===== config.mk =====
export PLATFORM = sky130hd
export DESIGN_NAME = can_rx_descriptor_frame_queue_core
export DESIGN_NICKNAME = d
export VERILOG_FILES = /design/src/canrxq_pkg.sv /design/src/can_rx_descriptor_frame_queue_core.sv /design/src/canrxq_ram.sv /design/src/canrxq_datapath.sv /design/src/canrxq_ctrl.sv
export SDC_FILE = /design/constraint.sdc
export NUM_CORES = 2
export LEC_CHECK = 0
export BUFFER_PORTS_ARGS = -buffer_cell sky130_fd_sc_hd__buf_2
export CAP_MARGIN = 20
export CORE_AREA = 10 10 533 535
export CTS_CLUSTER_DIAMETER = 40
export DETAILED_ROUTE_END_ITERATION = 7
export DIE_AREA = 0 0 543 545
export GPL_TIMING_DRIVEN = 0
export PLACE_DENSITY = 0.47
export SYNTH_ARGS = -nofsm -noshare
export SYNTH_HDL_FRONTEND = slang
export SYNTH_HIERARCHICAL = 1
export SYNTH_SLANG_ARGS = --single-unit

===== constraint.sdc =====
create_clock -name clk -period 9.5 [get_ports clk]
set_input_delay 0.475 -clock clk [delete_from_list [all_inputs] [get_ports clk]]
set_output_delay 0.475 -clock clk [all_outputs]
set_load 0.02 [all_outputs]

===== src/canrxq_pkg.sv =====
// ----------------------------------------------------------------------------
// CAN receive frame queue package
// Shared types and constants for the receive frame queue.
// ----------------------------------------------------------------------------
package canrxq_pkg;

    localparam int ID_W       = 29;
    localparam int DLC_W      = 4;
    localparam int WORD_W     = 32;
    localparam int PAYLOAD_W  = 2 * WORD_W;
    localparam int EXT_BIT    = 31;
    localparam int STD_ID_LSB = 18;
    localparam int STD_ID_MSB = 28;
    localparam int RTR_BIT    = 4;

    localparam logic [DLC_W-1:0] MAX_DLC     = 4'd8;
    localparam logic [DLC_W-1:0] LOW_MIN_DLC = 4'd4;

    typedef enum logic {
        OP_PUSH = 1'b0,
        OP_POP  = 1'b1
    } opcode_t;

    typedef enum logic [1:0] {
        STAT_PUSH_STORED  = 2'd0,
        STAT_PUSH_DROPPED = 2'd1,
        STAT_POP_DELIVERED = 2'd2,
        STAT_POP_EMPTY    = 2'd3
    } status_t;

    typedef enum logic {
        S_IDLE,
        S_FETCH
    } state_t;

    typedef struct packed {
        logic              opcode;
        logic [WORD_W-1:0] desc_word0;
        logic [WORD_W-1:0] desc_word1;
        logic [WORD_W-1:0] desc_data_high;
        logic [WORD_W-1:0] desc_data_low;
    } cmd_t;

    typedef struct packed {
        logic [1:0]        status;
        logic [ID_W-1:0]   frame_id;
        logic              frame_extended;
        logic              frame_rtr;
        logic [DLC_W-1:0]  frame_dlc;
        logic [WORD_W-1:0] frame_data_high;
        logic [WORD_W-1:0] frame_data_low;
        logic [3:0]        pending_count;
    } res_t;

    typedef struct packed {
        logic [DLC_W-1:0] dlc;
        logic             rtr;
        logic             ext;
        logic [ID_W-1:0]  id;
    } header_t;

    localparam int HEADER_W = $bits(header_t);

    typedef struct packed {
        logic    store;
        logic    fetch;
        logic    load_imm;
        status_t imm_status;
        logic    load_pop;
    } ctrl_cmd_t;

    typedef struct packed {
        logic full;
        logic empty;
    } dp_status_t;

endpackage


===== src/can_rx_descriptor_frame_queue_core.sv =====
// ----------------------------------------------------------------------------
// CAN receive descriptor frame queue
// Decodes receive descriptors into frames and queues them in a ring buffer.
// ----------------------------------------------------------------------------
// A push transaction decodes one descriptor and stores the frame, or drops it
// when the ring holds QUEUE_DEPTH-1 frames; a pop returns the oldest frame or
// an empty status. Every transaction gives one result with the pending count.
// A push or empty pop loads the result directly; a delivering pop reads the
// registered port of the frame RAMs and loads the result in the fetch state
// once the output is free. A new transaction is taken in the cycle the
// previous result is taken. Frame stores need no clearing after reset.
module can_rx_descriptor_frame_queue_core #(
    parameter int QUEUE_DEPTH = 16
) (
    input  logic             clk,
    input  logic             rst_n,
    input  logic             cmd_valid,
    output logic             cmd_stall,
    input  canrxq_pkg::cmd_t cmd,
    output logic             res_valid,
    input  logic             res_stall,
    output canrxq_pkg::res_t res
);
    import canrxq_pkg::*;

    ctrl_cmd_t  ctrl;
    dp_status_t stat;

    canrxq_ctrl u_ctrl (
        .clk       (clk),
        .rst_n     (rst_n),
        .cmd_valid (cmd_valid),
        .opcode    (cmd.opcode),
        .res_stall (res_stall),
        .stat      (stat),
        .cmd_stall (cmd_stall),
        .res_valid (res_valid),
        .ctrl      (ctrl)
    );

    canrxq_datapath #(
        .QUEUE_DEPTH (QUEUE_DEPTH)
    ) u_datapath (
        .clk   (clk),
        .rst_n (rst_n),
        .cmd   (cmd),
        .ctrl  (ctrl),
        .stat  (stat),
        .res   (res)
    );

endmodule


===== src/canrxq_ram.sv =====
// ----------------------------------------------------------------------------
// Generic RAM
// Single write port, single read port, registered read data.
// ----------------------------------------------------------------------------
module canrxq_ram #(
    parameter int WIDTH = 32,
    parameter int DEPTH = 16
) (
    input  logic                     clk,
    input  logic                     we,
    input  logic [$clog2(DEPTH)-1:0] waddr,
    input  logic [WIDTH-1:0]         wdata,
    input  logic                     re,
    input  logic [$clog2(DEPTH)-1:0] raddr,
    output logic [WIDTH-1:0]         rdata
);

    logic [WIDTH-1:0] mem [DEPTH];
    logic [WIDTH-1:0] rdata_reg;

    always_ff @(posedge clk)
    begin
        if (we)
        begin
            mem[waddr] <= wdata;
        end
    end

    always_ff @(posedge clk)
    begin
        if (re)
        begin
            rdata_reg <= mem[raddr];
        end
    end

    assign rdata = rdata_reg;

endmodule


===== src/canrxq_datapath.sv =====
// ----------------------------------------------------------------------------
// CAN receive frame queue datapath
// Descriptor decode, ring pointers, frame stores and result register.
// ----------------------------------------------------------------------------
module canrxq_datapath #(
    parameter int QUEUE_DEPTH = 16
) (
    input  logic                   clk,
    input  logic                   rst_n,
    input  canrxq_pkg::cmd_t       cmd,
    input  canrxq_pkg::ctrl_cmd_t  ctrl,
    output canrxq_pkg::dp_status_t stat,
    output canrxq_pkg::res_t       res
);
    import canrxq_pkg::*;

    localparam int PTR_W = $clog2(QUEUE_DEPTH);
    localparam logic [PTR_W-1:0] LAST_SLOT = PTR_W'(QUEUE_DEPTH - 1);

    logic [PTR_W-1:0]     wr_ptr_reg, wr_ptr_next;
    logic [PTR_W-1:0]     rd_ptr_reg, rd_ptr_next;
    logic [PTR_W-1:0]     count_reg, count_next;
    logic [PTR_W+3:0]     count_wide;
    logic [DLC_W-1:0]     dlc_raw;
    header_t              hdr_wr, hdr_rd;
    logic [HEADER_W-1:0]  hdr_q;
    logic [PAYLOAD_W-1:0] pld_wr, pld_q;
    res_t                 res_reg, res_next;

    // descriptor decode
    always_comb
    begin
        dlc_raw    = cmd.desc_word1[DLC_W-1:0];
        hdr_wr.ext = cmd.desc_word0[EXT_BIT];
        hdr_wr.rtr = cmd.desc_word1[RTR_BIT];
        if (cmd.desc_word0[EXT_BIT])
        begin
            hdr_wr.id = cmd.desc_word0[ID_W-1:0];
        end
        else
        begin
            hdr_wr.id = ID_W'(cmd.desc_word0[STD_ID_MSB:STD_ID_LSB]);
        end
        hdr_wr.dlc = (dlc_raw > MAX_DLC) ? MAX_DLC : dlc_raw;
        pld_wr[PAYLOAD_W-1:WORD_W] = (dlc_raw != '0) ? cmd.desc_data_high : '0;
        pld_wr[WORD_W-1:0]         = (dlc_raw > LOW_MIN_DLC) ? cmd.desc_data_low : '0;
    end

    canrxq_ram #(
        .WIDTH (HEADER_W),
        .DEPTH (QUEUE_DEPTH)
    ) u_header_ram (
        .clk   (clk),
        .we    (ctrl.store),
        .waddr (wr_ptr_reg),
        .wdata (HEADER_W'(hdr_wr)),
        .re    (ctrl.fetch),
        .raddr (rd_ptr_reg),
        .rdata (hdr_q)
    );

    canrxq_ram #(
        .WIDTH (PAYLOAD_W),
        .DEPTH (QUEUE_DEPTH)
    ) u_payload_ram (
        .clk   (clk),
        .we    (ctrl.store),
        .waddr (wr_ptr_reg),
        .wdata (pld_wr),
        .re    (ctrl.fetch),
        .raddr (rd_ptr_reg),
        .rdata (pld_q)
    );

    assign hdr_rd = header_t'(hdr_q);

    always_comb
    begin
        wr_ptr_next = wr_ptr_reg;
        rd_ptr_next = rd_ptr_reg;
        count_next  = count_reg;
        if (ctrl.store)
        begin
            wr_ptr_next = (wr_ptr_reg == LAST_SLOT) ? '0 : wr_ptr_reg + 1'b1;
            count_next  = count_reg + 1'b1;
        end
        else if (ctrl.fetch)
        begin
            rd_ptr_next = (rd_ptr_reg == LAST_SLOT) ? '0 : rd_ptr_reg + 1'b1;
            count_next  = count_reg - 1'b1;
        end
    end

    assign count_wide = {4'b0000, count_next};

    always_comb
    begin
        res_next = res_reg;
        if (ctrl.load_imm)
        begin
            res_next               = '0;
            res_next.status        = ctrl.imm_status;
            res_next.pending_count = count_wide[3:0];
        end
        else if (ctrl.load_pop)
        begin
            res_next.status          = STAT_POP_DELIVERED;
            res_next.frame_id        = hdr_rd.id;
            res_next.frame_extended  = hdr_rd.ext;
            res_next.frame_rtr       = hdr_rd.rtr;
            res_next.frame_dlc       = hdr_rd.dlc;
            res_next.frame_data_high = pld_q[PAYLOAD_W-1:WORD_W];
            res_next.frame_data_low  = pld_q[WORD_W-1:0];
            res_next.pending_count   = count_wide[3:0];
        end
    end

    always_ff @(posedge clk or negedge rst_n)
    begin
        if (!rst_n)
        begin
            wr_ptr_reg <= '0;
            rd_ptr_reg <= '0;
            count_reg  <= '0;
        end
        else
        begin
            wr_ptr_reg <= wr_ptr_next;
            rd_ptr_reg <= rd_ptr_next;
            count_reg  <= count_next;
        end
    end

    always_ff @(posedge clk)
    begin
        res_reg <= res_next;
    end

    assign stat.full  = (count_reg == LAST_SLOT);
    assign stat.empty = (count_reg == '0);
    assign res        = res_reg;

endmodule


===== src/canrxq_ctrl.sv =====
// ----------------------------------------------------------------------------
// CAN receive frame queue controller
// Transaction sequencing and result register valid.
// ----------------------------------------------------------------------------
module canrxq_ctrl (
    input  logic                   clk,
    input  logic                   rst_n,
    input  logic                   cmd_valid,
    input  logic                   opcode,
    input  logic                   res_stall,
    input  canrxq_pkg::dp_status_t stat,
    output logic                   cmd_stall,
    output logic                   res_valid,
    output canrxq_pkg::ctrl_cmd_t  ctrl
);
    import canrxq_pkg::*;

    state_t state_reg, state_next;
    logic   out_valid_reg, out_valid_next;
    logic   out_free;
    logic   accept;

    assign out_free = !out_valid_reg || !res_stall;
    assign accept   = cmd_valid && !cmd_stall;

    always_comb
    begin
        state_next = state_reg;
        case (state_reg)
            S_IDLE:
            begin
                if (accept && (opcode == OP_POP) && !stat.empty)
                begin
                    state_next = S_FETCH;
                end
            end
            S_FETCH:
            begin
                if (out_free)
                begin
                    state_next = S_IDLE;
                end
            end
            default:
            begin
                state_next = S_IDLE;
            end
        endcase
    end

    always_comb
    begin
        ctrl      = '0;
        cmd_stall = 1'b1;
        case (state_reg)
            S_IDLE:
            begin
                cmd_stall = !out_free;
                if (cmd_valid && out_free)
                begin
                    if (opcode == OP_PUSH)
                    begin
                        ctrl.load_imm = 1'b1;
                        if (stat.full)
                        begin
                            ctrl.imm_status = STAT_PUSH_DROPPED;
                        end
                        else
                        begin
                            ctrl.store      = 1'b1;
                            ctrl.imm_status = STAT_PUSH_STORED;
                        end
                    end
                    else if (stat.empty)
                    begin
                        ctrl.load_imm   = 1'b1;
                        ctrl.imm_status = STAT_POP_EMPTY;
                    end
                    else
                    begin
                        ctrl.fetch = 1'b1;
                    end
                end
            end
            S_FETCH:
            begin
                ctrl.load_pop = out_free;
            end
            default:
            begin
                ctrl = '0;
            end
        endcase
    end

    always_comb
    begin
        if (ctrl.load_imm || ctrl.load_pop)
        begin
            out_valid_next = 1'b1;
        end
        else if (!res_stall)
        begin
            out_valid_next = 1'b0;
        end
        else
        begin
            out_valid_next = out_valid_reg;
        end
    end

    always_ff @(posedge clk or negedge rst_n)
    begin
        if (!rst_n)
        begin
            state_reg     <= S_IDLE;
            out_valid_reg <= 1'b0;
        end
        else
        begin
            state_reg     <= state_next;
            out_valid_reg <= out_valid_next;
        end
    end

    assign res_valid = out_valid_reg;

    a_store_not_full: assert property (@(posedge clk) disable iff (!rst_n)
        ctrl.store |-> !stat.full)
        else $error("store issued into a full ring");

    a_fetch_not_empty: assert property (@(posedge clk) disable iff (!rst_n)
        ctrl.fetch |-> !stat.empty)
        else $error("fetch issued from an empty ring");

    a_fetch_blocks: assert property (@(posedge clk) disable iff (!rst_n)
        ctrl.fetch |=> cmd_stall)
        else $error("transaction accepted during frame fetch");

    a_load_free: assert property (@(posedge clk) disable iff (!rst_n)
        (ctrl.load_imm || ctrl.load_pop) |-> (!out_valid_reg || !res_stall))
        else $error("result overwritten while stalled");

endmodule


==> key figures <==
Clock tree
  • Clock Latency Late Sink: 850 ps
  • CTS Buffer Depth: 4
  • CTS buffer count: 307
  • Reg clk slew, reported paths: ~60 ps
  • Root buf cell: clkbuf_16
  • Clock sink total: 1802
  • H-tree levels: 5
  • CTS tree: yes
  • Postcts setup bufs: 0

Synthesis
  • Post-synth top cells: edfxtp_1, mux4_2, a22oi_1
  • Post-synthesis area per instance: 22.0 um^2
  • Yosys top cell area share: 0.747
  • Main combinational cell family by area after synthesis: multiplexers
  • XOR/XNOR share of the synthesized area: 0.000516
  • Cell count after synthesis: 3082
  • Area leader, netlist: edfxtp_1
  • Synth Area in Simple Gates: 0.0263
  • Post-synth EDFFs: 1689
  • Post-synthesis compound-gate area fraction: 0.0242
  • Top FF cell, synth: edfxtp_1
  • Yosys warnings: 6
  • Count leader, synth: edfxtp_1
  • Async SR Flop Fraction: 0.00777
  • Register area share after synthesis: 0.781
  • Mapped cell area: 67900 um^2
  • Post-synth net total: roughly 3200
  • Top post-synthesis cells by area: edfxtp_1, mux4_2, dfxtp_1
  • Synthesized flop and latch total: around 1800
  • Yosys cell types: between 50 and 60
  • Post-synthesis mux area share: 0.151
  • Adder-cell share of the synthesized area: 0.000737

Floorplanning
  • Core Region: 273000 um^2
  • Die Area: 296000 um^2
  • IO Pins: 240
  • # rows: 192
  • Vert. Die Dim: around 550 um
  • Initial Utilization: 0.249
  • Chip width: roughly 540 um

Placement
  • Hpwl dp: 126 mm
  • Placed Cells: between 7000 and 8000
  • Final GP Congestion: 0.691
  • Placed Instance Area: 75700 um^2
  • Port bufs: 210

Global route
  • Number of global-route vias before repair: 35800
  • First-pass GRT wire length: 272 mm
  • Initial antenna violation count: 15
  • Total grt overflow: 0
  • Largest net degree at the start of global routing: 26
  • Total GRT Usage: 0.126

Outcome
  • Status: finished, final reports clean

Pwr
  • NetSw: 7.53 mW
  • Pint: 18.8 mW
  • Net Sw Frac: 0.286
  • VDD IR-drop max: 184 uV
  • Pwr dens: approximately 300 nW/um^2
  • Clock power frac: 0.418
  • Seq pwr share: 0.368
  • Static leakage: 28.2 nW
  • Comb pwr share: 0.213

Layout
  • Post-route cell area: 86300 um^2
  • Non-Filler Instances: 7591
  • Final #Nets: 3886
  • Multi-input gate area: 14000 um^2
  • P&R area growth vs syn: 27.1%
  • Layout cells sized above 1: 0.329
  • Register Area: 53100 um^2
  • # fillers: 26200
  • Max reg flops: 1024

Critical path
  • CP cell instances: ha_1, and3_1, nor4_4, or3b_2, nor3_2, buf_6, buf_6, buf_6, buf_6
  • CP max stage delay: between 800 and 900 ps
  • Critical-path maximum fanout: 13
  • Worst EP arrival: 4750 ps
  • CP Data Required Time: 10020 ps
  • Startpoint Class: register
  • Crit-path slowest cell: nor4_4
  • Setup Crit Path Kind: register to register
  • Element type at the critical path end: register
  • Cell mode on critical path: buf_6
  • Reg2reg setup slack: around 5300 ps

Timing
  • Fmax: 0.236 GHz
  • Post-route setup TNS: 0 ps
  • Final Skew: 74.9 ps
  • Fin. Hold Viols: 0
  • Min cycle time layout: 4230 ps
  • Relative slew slack: 0.264
  • Measured slew at the worst slew-check pin: 1100 ps
  • Max Transition Viols Final: 0
  • Ratio of final minimum period to clock period: 0.446
  • Final setup fails: 0
  • RSZ-0062 raised after global routing: no

Route
  • DRC: 0
  • DR iter-0 viols: 2758
  • Post-route ant nets: 0
  • Via count: approximately 34000
  • Per-cell routed wire length: about 25 um
  • Drt first pass iters: 5
  • Vias/cell: 4.47
  • WL final: 192 mm

Hold path
  • Hold Path Class: input port to register

Flow run
  • MaxCap Viol Count: 0
through the flow:
stage	hold WS, ps	util	setup WS [ps]	power (mW)
2_1_floorplan	179	-	2520	13.3
3_3_place_gp	451	0.269	-5400	15.5
3_5_place_dp	456	0.277	5160	15.6
4_1_cts	24.7	0.315	5150	26.7
5_1_grt	1.68	0.316	5050	27.4
6_report	49.0	0.316	5270	26.3
cells by family after synthesis:
group           count (synthesis)
compound gates                217
xor+xnor                        4
fa+ha+maj                       4
buf+inv                       171
flops                        1802
mux                           509
simple gates                  375
layer usage:
| metal | GRT usage | part of all wire |
|---|---|---|
| met5 | 0 | 0 |
| met2 | 0.212 | 0.49 |
| met1 | 0.165 | 0.42 |
| met3 | 0.0280 | 0.062 |
| met4 | 0.0344 | 0.024 |
layout make-up:
class                   count  area share
clock inverters           201      0.0260
inverters                   6    0.000261
well taps                3589      0.0520
plain buffers             165      0.0122
clock buffers             350      0.0934
multi-input cells        1109       0.163
repair buffers            358      0.0385
flip-flops and latches   1802       0.615
diodes                     11    0.000319
repair_timing:
item                                   4_1_cts  5_1_grt
gates resized for setup                      0        0
hold buffers                                 4        0
endpoints found under the hold margin       24        0
power by group through the flow:
stage                     logic, mW  clock network (mW)  registers [mW]
after floorplan                3.30                   0            10.0
after global placement         5.58                   0            9.90
after detailed placement       5.75                   0            9.84
after CTS                      5.78                11.2            9.69
after global routing           6.03                11.6            9.74
final                          5.61                11.0            9.68
path summary, 6_finish.rpt:
kind	from	endpoint	cells after the start
max	u_datapath/count_reg[0]$_DFF_PN0_	u_datapath/u_payload_ram/mem[0][6]$_DFFE_PP_	9
max in group asynchronous	rst_n	u_datapath/count_reg[0]$_DFF_PN0_	2
max reg2reg	u_datapath/count_reg[0]$_DFF_PN0_	u_datapath/u_payload_ram/mem[0][6]$_DFFE_PP_	9
min in group asynchronous	rst_n	u_datapath/rd_ptr_reg[1]$_DFFE_PN0P_	2
min	cmd[28]	u_datapath/u_payload_ram/mem[15][28]$_DFFE_PP_	2
min reg2reg	u_datapath/u_payload_ram/rdata[60]$_DFFE_PP_	u_datapath/res[64]$_SDFFE_PP0P_	2
cells in the final DEF (no fill, tap or decap), types with 94 or more instances in the layout:
| master | n |
|---|---|
| edfxtp_1 | 1689 |
| mux4_2 | 339 |
| clkbuf_16 | 315 |
| buf_2 | 246 |
| a22oi_1 | 198 |
| nand2_1 | 109 |
| nor2_1 | 103 |
| mux2i_1 | 100 |
| dfxtp_1 | 99 |
| clkbuf_1 | 94 |
critical path, delay by kind of cell, from the launching register on:
family | cells | cell delay [ps]
fa+ha+maj | 1 | 240
buf+inv | 4 | 800
flops | 1 | 450
simple gates | 4 | 2450
Note: power is estimated with default switching activity, not from simulation.
